**config.mk**
```make
export PLATFORM = sky130hd
export DESIGN_NAME = led_grid_message_decoder_core
export DESIGN_NICKNAME = d
export VERILOG_FILES = /design/src/hdl/lgmd_pkg.sv /design/src/hdl/lgmd_ram.sv /design/src/hdl/led_grid_message_decoder_core.sv
export VERILOG_INCLUDE_DIRS = /design/src /design/src/hdl
export SDC_FILE = /design/constraint.sdc
export NUM_CORES = 1
export LEC_CHECK = 0
export ABC_AREA = 1
export BUFFER_PORTS_ARGS = -buffer_cell sky130_fd_sc_hd__buf_2
export CAP_MARGIN = 10
export CORE_ASPECT_RATIO = 1.5
export CORE_MARGIN = 10
export CORE_UTILIZATION = 30
export CTS_CLUSTER_DIAMETER = 80
export CTS_CLUSTER_SIZE = 24
export DETAILED_ROUTE_END_ITERATION = 6
export GPL_ROUTABILITY_DRIVEN = 0
export PLACE_DENSITY_LB_ADDON = 0.3
export SETUP_SLACK_MARGIN = 0.02
export SLEW_MARGIN = 30
export SYNTH_ARGS = -nofsm -noshare
export SYNTH_HDL_FRONTEND = slang
export SYNTH_HIERARCHICAL = 1
export SYNTH_SLANG_ARGS = --single-unit
```
**constraint.sdc**
```tcl
create_clock -name clk_i -period 4.3 [get_ports clk_i]
set_clock_uncertainty 0.2 [all_clocks]
set_input_delay 1.075 -clock clk_i [delete_from_list [all_inputs] [get_ports clk_i]]
set_output_delay 1.075 -clock clk_i [all_outputs]
set_load 0.01 [all_outputs]
```
**src/hdl/led_grid_message_decoder_core_assert.svh**
```systemverilog
// assertion macros shared by the decoder rtl
`ifndef LED_GRID_MESSAGE_DECODER_CORE_ASSERT_SVH
`define LED_GRID_MESSAGE_DECODER_CORE_ASSERT_SVH

// same-cycle implication, checked out of reset
`define LGMD_ASSERT_NOW(lbl, clk, rstn, ante, cons, msg) \
  lbl: assert property (@(posedge clk) disable iff (!rstn) (ante) |-> (cons)) \
    else $error(msg);

// next-cycle implication, checked out of reset
`define LGMD_ASSERT_NEXT(lbl, clk, rstn, ante, cons, msg) \
  lbl: assert property (@(posedge clk) disable iff (!rstn) (ante) |=> (cons)) \
    else $error(msg);

`endif

```
**src/hdl/lgmd_pkg.sv**
```systemverilog
// ----------------------------------------------------------------------------
// lgmd_pkg
// Shared constants and types of the led grid message decoder.
// ----------------------------------------------------------------------------
package lgmd_pkg;

  localparam int unsigned MsgBytesDef = 64;
  localparam int unsigned MaxResults  = 32;

  // header codes
  localparam logic [7:0] HdrMask    = 8'hF0;
  localparam logic [7:0] HdrRow     = 8'h70;
  localparam logic [7:0] HdrQLevel  = 8'h1A;
  localparam logic [7:0] HdrQOnOff  = 8'h80;
  localparam logic [7:0] HdrRing    = 8'h92;

  // minimum message lengths
  localparam int unsigned LenRow    = 2;
  localparam int unsigned LenQLevel = 35;
  localparam int unsigned LenQOnOff = 9;
  localparam int unsigned LenRing   = 34;

  localparam logic [3:0] LevelFull  = 4'd15;
  localparam logic [3:0] NibbleMask = 4'h0F;

  // update kinds on the result channel
  localparam logic [1:0] UpdRow  = 2'd0;
  localparam logic [1:0] UpdQuad = 2'd1;
  localparam logic [1:0] UpdRing = 2'd2;

  typedef enum logic [1:0] {
    MODE_ROW    = 2'd0,
    MODE_QLEVEL = 2'd1,
    MODE_QONOFF = 2'd2,
    MODE_RING   = 2'd3
  } mode_e;

  typedef enum logic [4:0] {
    S_IDLE  = 5'b00001,
    S_START = 5'b00010,
    S_RD    = 5'b00100,
    S_ROWH  = 5'b01000,
    S_EMIT  = 5'b10000
  } state_e;

endpackage

```
**src/hdl/lgmd_ram.sv**
```systemverilog
// ----------------------------------------------------------------------------
// lgmd_ram
// Generic single-write, single-read ram with registered read data.
// ----------------------------------------------------------------------------
module lgmd_ram #(
  parameter int unsigned Width = 8,
  parameter int unsigned Depth = 64
) (
  input  logic                     clk_i,
  input  logic                     we_i,
  input  logic [$clog2(Depth)-1:0] waddr_i,
  input  logic [Width-1:0]         wdata_i,
  input  logic                     re_i,
  input  logic [$clog2(Depth)-1:0] raddr_i,
  output logic [Width-1:0]         rdata_o
);

  logic [Width-1:0] mem_q [Depth];
  logic [Width-1:0] rdata_q;

  always_ff @(posedge clk_i) begin
    if (we_i) begin
      mem_q[waddr_i] <= wdata_i;
    end
    if (re_i) begin
      rdata_q <= mem_q[raddr_i];
    end
  end

  assign rdata_o = rdata_q;

endmodule

```
**src/hdl/led_grid_message_decoder_core.sv**
```systemverilog
// ----------------------------------------------------------------------------
// led_grid_message_decoder_core
// Buffers one serial message in a ram and decodes it into led updates.
// ----------------------------------------------------------------------------
// Usage:
//   Input channel (in_valid_i / in_stall_o) carries one message byte per
//   request, with end_of_message_i high on the final byte. Bytes are taken
//   one per cycle while the decoder is idle; bytes past MSG_BYTES are dropped.
//   After the final byte, if grid_attached is set, the decoder checks the
//   header and length in a setup step, then walks the message ram: a ram
//   read and an emit per quadrant or ring result, and a bits read, a next
//   header read and an emit per row result.
//   in_stall_o stays high during decode.
//   Result channel (out_valid_o / out_stall_i) has an output register; a
//   stalled receiver holds the result and freezes the walk until taken.
//   last_of_run_o marks the final result of a message.
//   cfg_we_i writes grid_attached from cfg_wdata_i; write only while idle.
//   Reset (rst_ni low) empties the byte count, clears grid_attached and
//   drops any pending result. Ram contents are not cleared.
// ----------------------------------------------------------------------------
module led_grid_message_decoder_core #(
  parameter int unsigned MSG_BYTES = lgmd_pkg::MsgBytesDef
) (
  input  logic       clk_i,
  input  logic       rst_ni,
  input  logic       cfg_we_i,
  input  logic       cfg_wdata_i,
  input  logic       in_valid_i,
  output logic       in_stall_o,
  input  logic [7:0] msg_byte_i,
  input  logic       end_of_message_i,
  output logic       out_valid_o,
  input  logic       out_stall_i,
  output logic [1:0] update_kind_o,
  output logic [7:0] x_pos_o,
  output logic [7:0] y_pos_o,
  output logic [7:0] ring_number_o,
  output logic [7:0] row_bits_o,
  output logic [5:0] led_index_o,
  output logic [3:0] level_first_o,
  output logic [3:0] level_second_o,
  output logic       last_of_run_o
);

  import lgmd_pkg::*;

  `include "led_grid_message_decoder_core_assert.svh"

  localparam int unsigned AW = $clog2(MSG_BYTES);
  localparam int unsigned CW = $clog2(MSG_BYTES + 1);
  localparam int unsigned EW = (CW > 7) ? CW + 1 : 8;
  localparam logic [4:0]  LastIdx = 5'(MaxResults - 1);

  state_e        state_q, state_d;
  mode_e         mode_q, mode_d;
  logic [CW-1:0] count_q, count_d;
  logic [CW-1:0] n_q, n_d;
  logic          grid_q;
  logic [4:0]    idx_q, idx_d;
  logic [7:0]    hdr_q, hdr_d;
  logic [7:0]    bits_q, bits_d;
  logic          more_q, more_d;
  logic [7:0]    b0_q, b1_q, b2_q;

  logic          in_accept, out_accept, out_load, space;
  logic          ram_we, ram_re;
  logic [7:0]    raddr_full;
  logic [7:0]    rdata;
  logic          res_last;
  logic [7:0]    onoff_sh;
  logic [EW-1:0] n_ext, pos4_ext;

  logic          out_valid_q;
  logic [1:0]    kind_q;
  logic [7:0]    x_q, y_q, ring_q, rbits_q;
  logic [5:0]    lidx_q;
  logic [3:0]    l1_q, l2_q;
  logic          last_q;
  logic [1:0]    kind_d;
  logic [7:0]    x_d, y_d, ring_d, rbits_d;
  logic [3:0]    l1_d, l2_d;

  assign in_stall_o = (state_q != S_IDLE);
  assign in_accept  = in_valid_i && !in_stall_o;
  assign out_accept = out_valid_q && !out_stall_i;
  assign space      = !out_valid_q || !out_stall_i;
  assign ram_we     = in_accept && (count_q < CW'(MSG_BYTES));

  lgmd_ram #(
    .Width (8),
    .Depth (MSG_BYTES)
  ) u_store (
    .clk_i   (clk_i),
    .we_i    (ram_we),
    .waddr_i (count_q[AW-1:0]),
    .wdata_i (msg_byte_i),
    .re_i    (ram_re),
    .raddr_i (raddr_full[AW-1:0]),
    .rdata_o (rdata)
  );

  // room for another row pair: at least four bytes left from this pair
  assign n_ext    = EW'(n_q);
  assign pos4_ext = EW'({idx_q, 1'b0}) + EW'(4);
  assign onoff_sh = rdata >> {idx_q[1:0], 1'b0};

  always_comb begin
    state_d    = state_q;
    mode_d     = mode_q;
    count_d    = count_q;
    n_d        = n_q;
    idx_d      = idx_q;
    hdr_d      = hdr_q;
    bits_d     = bits_q;
    more_d     = more_q;
    ram_re     = 1'b0;
    raddr_full = 8'd0;
    out_load   = 1'b0;
    res_last   = 1'b0;

    unique case (state_q)
      S_IDLE: begin
        if (in_accept) begin
          n_d     = ram_we ? count_q + CW'(1) : count_q;
          count_d = ram_we ? count_q + CW'(1) : count_q;
          if (end_of_message_i) begin
            count_d = '0;
            if (grid_q) begin
              state_d = S_START;
            end
          end
        end
      end
      S_START: begin
        idx_d   = '0;
        hdr_d   = b0_q;
        state_d = S_RD;
        if ((b0_q & HdrMask) == HdrRow && n_q >= CW'(LenRow)) begin
          mode_d = MODE_ROW;
        end else if (b0_q == HdrQLevel && n_q >= CW'(LenQLevel)) begin
          mode_d = MODE_QLEVEL;
        end else if ((b0_q & HdrMask) == HdrQOnOff && n_q >= CW'(LenQOnOff)) begin
          mode_d = MODE_QONOFF;
        end else if (b0_q == HdrRing && n_q >= CW'(LenRing)) begin
          mode_d = MODE_RING;
        end else begin
          state_d = S_IDLE;
        end
      end
      S_RD: begin
        ram_re = 1'b1;
        case (mode_q)
          MODE_ROW:    raddr_full = {2'b00, idx_q, 1'b1};
          MODE_QLEVEL: raddr_full = {3'b000, idx_q} + 8'd3;
          MODE_QONOFF: raddr_full = {5'b00000, idx_q[4:2]} + 8'd1;
          default:     raddr_full = {3'b000, idx_q} + 8'd2;
        endcase
        state_d = (mode_q == MODE_ROW) ? S_ROWH : S_EMIT;
      end
      S_ROWH: begin
        bits_d = rdata;
        more_d = (n_ext >= pos4_ext) && (idx_q != LastIdx);
        if (more_d) begin
          ram_re     = 1'b1;
          raddr_full = {2'b00, idx_q, 1'b0} + 8'd2;
        end
        state_d = S_EMIT;
      end
      S_EMIT: begin
        if (mode_q == MODE_ROW) begin
          res_last = !(more_q && ((rdata & HdrMask) == HdrRow));
        end else begin
          res_last = (idx_q == LastIdx);
        end
        if (space) begin
          out_load = 1'b1;
          if (res_last) begin
            state_d = S_IDLE;
          end else begin
            idx_d   = idx_q + 5'd1;
            hdr_d   = rdata;
            state_d = S_RD;
          end
        end
      end
      default: state_d = S_IDLE;
    endcase
  end

  // result fields per message kind
  always_comb begin
    kind_d  = UpdQuad;
    x_d     = 8'd0;
    y_d     = 8'd0;
    ring_d  = 8'd0;
    rbits_d = 8'd0;
    l1_d    = rdata[7:4];
    l2_d    = rdata[3:0] & NibbleMask;
    case (mode_q)
      MODE_ROW: begin
        kind_d  = UpdRow;
        y_d     = {4'd0, hdr_q[3:0] & NibbleMask};
        rbits_d = bits_q;
        l1_d    = 4'd0;
        l2_d    = 4'd0;
      end
      MODE_QLEVEL: begin
        x_d = b1_q;
        y_d = b2_q;
      end
      MODE_QONOFF: begin
        x_d  = {4'd0, b0_q[0], 3'd0};
        y_d  = {4'd0, b0_q[1], 3'd0};
        l1_d = onoff_sh[0] ? LevelFull : 4'd0;
        l2_d = onoff_sh[1] ? LevelFull : 4'd0;
      end
      default: begin
        kind_d = UpdRing;
        ring_d = b1_q;
      end
    endcase
  end

  always_ff @(posedge clk_i or negedge rst_ni) begin
    if (!rst_ni) begin
      state_q     <= S_IDLE;
      count_q     <= '0;
      grid_q      <= 1'b0;
      out_valid_q <= 1'b0;
    end else begin
      state_q <= state_d;
      count_q <= count_d;
      if (cfg_we_i) begin
        grid_q <= cfg_wdata_i;
      end
      if (out_load) begin
        out_valid_q <= 1'b1;
      end else if (out_accept) begin
        out_valid_q <= 1'b0;
      end
    end
  end

  always_ff @(posedge clk_i) begin
    mode_q <= mode_d;
    n_q    <= n_d;
    idx_q  <= idx_d;
    hdr_q  <= hdr_d;
    bits_q <= bits_d;
    more_q <= more_d;
    // header and first two payload bytes kept in flops
    if (ram_we && count_q == CW'(0)) begin
      b0_q <= msg_byte_i;
    end
    if (ram_we && count_q == CW'(1)) begin
      b1_q <= msg_byte_i;
    end
    if (ram_we && count_q == CW'(2)) begin
      b2_q <= msg_byte_i;
    end
    if (out_load) begin
      kind_q  <= kind_d;
      x_q     <= x_d;
      y_q     <= y_d;
      ring_q  <= ring_d;
      rbits_q <= rbits_d;
      lidx_q  <= (mode_q == MODE_ROW) ? 6'd0 : {idx_q, 1'b0};
      l1_q    <= l1_d;
      l2_q    <= l2_d;
      last_q  <= res_last;
    end
  end

  assign out_valid_o    = out_valid_q;
  assign update_kind_o  = kind_q;
  assign x_pos_o        = x_q;
  assign y_pos_o        = y_q;
  assign ring_number_o  = ring_q;
  assign row_bits_o     = rbits_q;
  assign led_index_o    = lidx_q;
  assign level_first_o  = l1_q;
  assign level_second_o = l2_q;
  assign last_of_run_o  = last_q;

  `LGMD_ASSERT_NOW(a_count_bound, clk_i, rst_ni, 1'b1, count_q <= CW'(MSG_BYTES),
    "byte count above buffer size")
  `LGMD_ASSERT_NOW(a_count_clear_busy, clk_i, rst_ni, state_q != S_IDLE, count_q == '0,
    "byte count not empty during decode")
  `LGMD_ASSERT_NEXT(a_eom_clears, clk_i, rst_ni, in_accept && end_of_message_i,
    count_q == '0, "end of message did not empty the byte count")
  `LGMD_ASSERT_NEXT(a_last_idle, clk_i, rst_ni, out_load && res_last,
    state_q == S_IDLE && last_of_run_o, "decoder busy after last result")

endmodule
```
==> results of run 1 <==
==> state kept, by name (all words and copies together), names as in the netlist, 4 cells and up <==
register,flops
state_q,5
led_index_o,5
hdr_q,4
b1_q,8
idx_q,5
n_q,7
bits_q,8
ring_number_o,8
u_store/mem_q,512
row_bits_o,8
y_pos_o,8
level_first_o,4
b0_q,8
b2_q,8
count_q,7
u_store/rdata_o,8
level_second_o,4
x_pos_o,8
==> cells by family (layout without fill, tap and decap cells) <==
logic type	after synthesis	count (layout)	synth area share [%]
buffers and inverters	225	321	4.72
other	1	1	0.0140
XOR/XNOR	8	8	0.262
adder cells (fa/ha/maj)	21	21	0.982
flip-flops	633	633	70.8
AO/OA/AOI/OAI	74	74	1.58
AND/OR/NAND/NOR	1354	1354	21.7
==> power by group <==
group | leakage, nW | switching, mW | internal, mW
clock | 0.401 | 1.90 | 1.29
sequential | 5.77 | 0.176 | 6.99
combinational | 4.61 | 0.818 | 0.310
==> layout make-up <==
| class | instances | area (um^2) | share of cell area (%) |
|---|---|---|---|
| Clock inverter | 3 | 50.0 | 0.169 |
| Sequential cell | 633 | 18900 | 63.9 |
| Tap cell | 1156 | 1450 | 4.88 |
| Multi-Input combinational cell | 1458 | 6610 | 22.3 |
| Clock buffer | 38 | 781 | 2.63 |
| Timing Repair Buffer | 181 | 1420 | 4.78 |
| Inverter | 99 | 384 | 1.30 |
==> how the worst max path moves through the flow <==
stage / from / to / slack (ns)
global placement: idx_q[2] / u_store/rdata_o[4] / 0.13
floorplan: out_stall_i / last_of_run_o / 0.25
finish: idx_q[2] / u_store/rdata_o[4] / 0.26
detailed placement: idx_q[2] / u_store/rdata_o[6] / 0.13
global route: idx_q[2] / u_store/rdata_o[6] / 0.06
CTS: idx_q[2] / u_store/rdata_o[6] / 0.12
==> routing by layer <==
| metal | wire (um) | GRT usage (%) |
|---|---|---|
| met4 | 3060 | 6.13 |
| met5 | 0 | 0 |
| met1 | 27300 | 15.0 |
| met2 | 40600 | 27.3 |
| met3 | 3210 | 1.18 |
==> timing repair <==
item | 4_1_cts | 5_1_grt
gates resized for setup | 0 | 4
endpoints found under the setup margin | 0 | 6
setup buffers | 0 | 4
==> stage by stage <==
step | hold slack, ns | setup slack (ns) | utilization, %
5_1_grt | 0.151 | 0.0564 | 33.4
3_3_place_gp | 0.284 | 0.131 | 32.4
4_1_cts | 0.129 | 0.124 | 33.3
6_report | 0.147 | 0.263 | 33.4
2_1_floorplan | 0.226 | 0.255 | -
3_5_place_dp | 0.299 | 0.132 | 32.4
==> layout by cell type, fill, tap and decap left out, drive strengths merged, types with 2 or more instances in the layout <==
cell,synthesis,layout
clkbuf,22,39
o22ai,4,4
ha,21,21
edfxtp,619,619
dfrtp,13,13
inv,98,99
a21oi,23,23
o21ai,36,36
nand4,13,13
nor3b,3,3
xnor2,4,4
nand2,757,757
clkinv,1,3
xor2,4,4
o211ai,4,4
nand3,455,455
or2,2,2
nor3,5,5
buf,104,180
nor4,8,8
a31oi,2,2
nor2,111,111
==> synthesized netlist by cell type (2+ instances only) <==
library cell  count  share of area, %
nor2_4            2             0.084
inv_1            95               1.3
xnor2_1           4              0.13
buf_2            40              0.75
buf_4            15              0.42
nor4_1            8              0.19
o22ai_1           3             0.070
nand2_1         752                11
inv_6             2             0.065
nand3_1         454               8.5
edfxtp_1        619                69
nor2_2            2             0.047
nand4_1          13              0.30
clkbuf_1         21              0.29
o211ai_1          3             0.084
buf_1            11              0.15
a21oi_1          23              0.43
nor2_1          106               1.5
nor3_1            5             0.093
xor2_1            4              0.13
o21ai_0          33              0.62
dfrtp_1          13               1.2
o21ai_2           3             0.098
a31oi_1           2             0.047
nor3b_2           3              0.14
or2_2             2             0.047
ha_1             21              0.98
buf_8             2              0.11
nand2_2           4             0.093
buf_6            35               1.5
==> flow_summary.ini, run 1 <==
[timing]
timing.fmax_mhz = 248
final-hold-violation-count = 0
tightest_slew_ns = 0.954
fin_crit_ns = 4.04
rsz0062_at_grt = false
slew_violations = 0
relSlewSlack_pct = 36.4
setup-tns-final_ns = 0
period_share_pct = 93.9
setup_violations = 0

[setup_path]
cp.arrival_ns = 4.34
ff2ff_path_depth = 19
r2r_slack_ns = 0.26
critPathCaptureType = flop
crit_type = flop to flop
rr_endpoint = u_store/rdata_o[4]
cp.required_ns = 4.60
crit_fanout = 32
cp.depth = 19
slowest_stage = edfxtp_1
cp.buffers_inverters = 2
startpoint_type = flop
cp_cell_sequence = ha_1, xnor2_2, ha_1, a21oi_1, nor2_1, nor3_1, nand2_1, nand2_1, nor2_1, nand2_1, nand2_2, inv_2, buf_4, nand3_1, nand2_1, nand2_1, nand3_1, nand3_1, nand2_1
reg2reg_from = idx_q[2]
cp_common_cell = nand2_1
critPathMaxStageDelay_ns = 0.52
cp_top_family = simple AND/OR/NAND/NOR gates

[logic_synthesis]
synthArstFlopShare_pct = 2.21
synth_cells = 2316
syn_nets = 2352
netlist_area_um2 = 26800
synth_area_per_cell_um2 = 11.6
seq_area_frac_synth_pct = 70.8
synth_ff_type = edfxtp_1
yosysWarnings = 6
synth.distinct_cells = 46
synth_edf_count = 619
ys_ff_latch = 633

[floorplanning]
core_um2 = 88700
dieArea_um2 = 102000
rows = 134
fp.dieW_um = 264
initial_utilization_pct = 30.2
die_h_um = 386
ioPinCount = 66

[routing]
routed_via_density = 4.94
drt_iter0_markers = 1571
routed_wl_um = 74100
postRouteAntennaNets = 0
wl_per_cell_um = 20.8
vias = 17619
dr.pass1.iters = 5
route.detailed.drc = 0

[placement]
port_buffers = 64
dp_hpwl_um = 48200
dp_cells = 3522
placed_area_um2 = 28700

[outcome]
outcome = finished clean

[clock_network]
cts_sinks = 633
cts_hold_buf = 0
clkTransAtPathRegs_ns = 0.10
tritoncts = done
insertion_delay_ns = 0.66
htreeDepth = 1
cts_root_buf = clkbuf_16
cts_buffers = 30
clock_path_buffers = 3

[power_and_ir_drop]
power_per_cell_area_nw_per_um2 = 388
p_leak_nw = 10.8
fin_total_pwr_mw = 11.5
vdd_drop_max_mv = 0.340

[global_route]
grt_pass1_wl_um = 111000
grt_pass1_vias = 17676
globalRouteTotalUtil_pct = 14.0
grt_start_max_net_pins = 147
grt_antenna_before_repair = 0
gr-total-overflow = 0

[final_layout]
final_cell_area_um2 = 29600
area_growth_syn_to_layout_pct = 10.7
layoutNonFillerInstCount = 3568
diodes = 0
nNetsFinal = 2439
drive_above_1_share_pct = 10.3
fillers = 8839

[worst_hold_path]
hold_path.class = primary input to asynchronous set/reset pin

[job]
maxCapViolations = 0
Power figures use the tool's default switching activity.
==> run 2, diff against run 1 <==
--- a/config.mk
+++ b/config.mk
@@ -21,5 +21,4 @@
 export SLEW_MARGIN = 30
 export SYNTH_ARGS = -nofsm -noshare
 export SYNTH_HDL_FRONTEND = slang
-export SYNTH_HIERARCHICAL = 1
 export SYNTH_SLANG_ARGS = --single-unit
==> run 2 against run 1 <==
Compared with the run above: clock-buffer cell count grew 2; critical path type unchanged; register-to-register slack improved by 0.05 ns; largest power group unchanged; via count rose by 10%; worst setup slack better by 0.048 ns.
==> flow_summary.ini, run 2 <==
[timing]
setup-tns-final_ns = 0
tightest_slew_ns = 1.03
slew_violations = 0
relSlewSlack_pct = 31.4
fin_crit_ns = 3.99
fin_ws_ns = 0.312
rsz0062_at_grt = false
timing.fmax_mhz = 251
setup_violations = 0
final-hold-violation-count = 0
period_share_pct = 92.8

[clock_network]
cts_sinks = 633
tritoncts = done
cts_resized = 0
cts_setup_buffers = 0
clkTransAtPathRegs_ns = 0.11
cts_buffers = 30
clock_path_buffers = 3
insertion_delay_ns = 0.65
cts_hold_buf = 0
htreeDepth = 1
cts_root_buf = clkbuf_16

[final_layout]
area_growth_syn_to_layout_pct = 10.2
final_common_cell = nand2_1
nNetsFinal = 2763
layoutNonFillerInstCount = 3998
fillers = 9511
largest_register_ffs = 512
largest_register = u_store.mem_q
final_cell_mix = nand2_1, edfxtp_1, nand3_1, inv_1, nor2_1
final_cell_area_um2 = 31200
diodes = 0
register_area_um2 = 18900
drive_above_1_share_pct = 8.18
multiInputGateArea_um2 = 7510

[placement]
placed_area_um2 = 30400
port_buffers = 64
dp_cells = 3954
post-place-ws_ns = 0.399
dp_hpwl_um = 52800

[routing]
postRouteAntennaNets = 0
drt_iter0_markers = 1461
vias = 19447
route.detailed.drc = 0
wl_per_cell_um = 20.6
dr.pass1.iters = 6
routed_via_density = 4.86
routed_wl_um = 82500

[floorplanning]
ioPinCount = 66
dieArea_um2 = 107000
core_um2 = 94100
initial_utilization_pct = 30.1
rows = 138
die_h_um = 396
fp.dieW_um = 271

[setup_path]
crit_fanout = 73
cp.required_ns = 4.52
critPathCaptureType = flop
cp.arrival_ns = 4.20
crit_type = flop to flop
ff2ff_path_depth = 18
startpoint_type = flop

[power_and_ir_drop]
power_per_cell_area_nw_per_um2 = 357
vdd_drop_max_mv = 0.315
p_leak_nw = 12.3

[logic_synthesis]
synth_cells = 2702
synth_ff_type = edfxtp_1
seq_area_frac_synth_pct = 66.9
synth.largest_area_cell = edfxtp_1
ys_top_cells_by_area = edfxtp_1, nand2_1, nand3_1, inv_1, buf_2
synthArstFlopShare_pct = 2.21
netlist_area_um2 = 28300
synth_area_per_cell_um2 = 10.5
syn_nets = 2738
synth_most_common_cell = nand2_1
yosys-top-cells-count = nand2_1, edfxtp_1, nand3_1, inv_1, nor2_1
synth_edf_count = 619
synth_top_area_share_pct = 65.6
yosysWarnings = 0
ys_ff_latch = 633
synth.distinct_cells = 43

[global_route]
gr-total-overflow = 0
grt_pass1_vias = 19083
grt_start_max_net_pins = 180
grt_pass1_wl_um = 123000
globalRouteTotalUtil_pct = 14.9
grt_antenna_before_repair = 0

[worst_hold_path]
hold_path.class = primary input to asynchronous set/reset pin

[job]
maxCapViolations = 0

[outcome]
outcome = finished clean
-- run 2: changes by cell type after synthesis, moves of 35 or more --
| cell | before | now |
|---|---|---|
| buf_2 | 40 | 92 |
| inv_1 | 95 | 303 |
| nand3_1 | 454 | 534 |
| buf_6 | 35 | 0 |
| nand3b_1 | 0 | 53 |
| nand4_1 | 13 | 55 |
-- run 2: through the flow --
stage	power (mW)	util, %	hold WS (ns)
after floorplan	7.66	-	0.244
after global placement	8.09	32.3	0.287
after detailed placement	8.10	32.3	0.288
after CTS	11.2	33.1	0.119
after global routing	11.5	33.2	0.134
final	11.2	33.2	0.127
-- run 2: cell type report --
type / instances / area share [%]
multi-input combinational: 1594 / 24.0
clock inverter: 3 / 0.108
inverter: 318 / 3.82
clock buffer: 40 / 2.53
timing repair buffer: 150 / 3.78
sequential: 633 / 60.7
tap: 1260 / 5.05
-- run 2: final timing paths --
check                           from                  to  slack (ns)
min in group clk_i         bits_q[6]       row_bits_o[6]        0.30
setup / recovery            idx_q[2]  u_store.rdata_o[6]        0.31
hold reg to reg            bits_q[6]       row_bits_o[6]        0.30
hold / removal                rst_ni          count_q[3]        0.13
max in group asynchronous     rst_ni          state_q[0]        3.46
setup reg to reg            idx_q[2]  u_store.rdata_o[6]        0.31
-- run 2: kinds of logic (layout without fill, tap and decap cells) --
family / after synthesis / in the layout / share of synthesized area [%]
AO/OA/AOI/OAI: 74 / 74 / 1.44
XOR/XNOR: 3 / 3 / 0.0928
adder cells (fa/ha/maj): 21 / 21 / 0.928
buffers and inverters: 475 / 511 / 6.82
flip-flops: 633 / 633 / 66.9
multiplexers: 1 / 1 / 0.0398
other: 1 / 1 / 0.0132
AND/OR/NAND/NOR: 1494 / 1494 / 23.8
-- run 2: critical path, stage by stage, from the launching register on --
cell,delay (ns)
edfxtp_1,0.51
ha_1,0.28
or2_2,0.31
a31oi_1,0.20
ha_1,0.27
nand2_1,0.08
inv_1,0.04
a21oi_1,0.17
nand2_1,0.13
nand4_1,0.09
buf_4,0.20
buf_12,0.33
nand3_1,0.12
nand3_1,0.11
nand3_1,0.24
nand3_1,0.23
nand2_1,0.07
nand2_1,0.06
nand2_1,0.05
-- run 2: report_power, final --
part           leakage, nW  switching, mW  internal [mW]
clock network        0.397           1.91           1.30
registers             5.77         0.0906           6.94
logic                 6.18          0.673          0.246
-- run 2: per-layer routing --
| layer | vias to the layer above | GRT usage [%] | share of wire (%) |
|---|---|---|---|
| li1 | 9150 | - | - |
| met5 | - | 0 | 0 |
| met3 | 156 | 1.36 | 4.3 |
| met4 | 0 | 7.26 | 5.0 |
| met2 | 547 | 28.8 | 54 |
| met1 | 9594 | 16.0 | 37 |
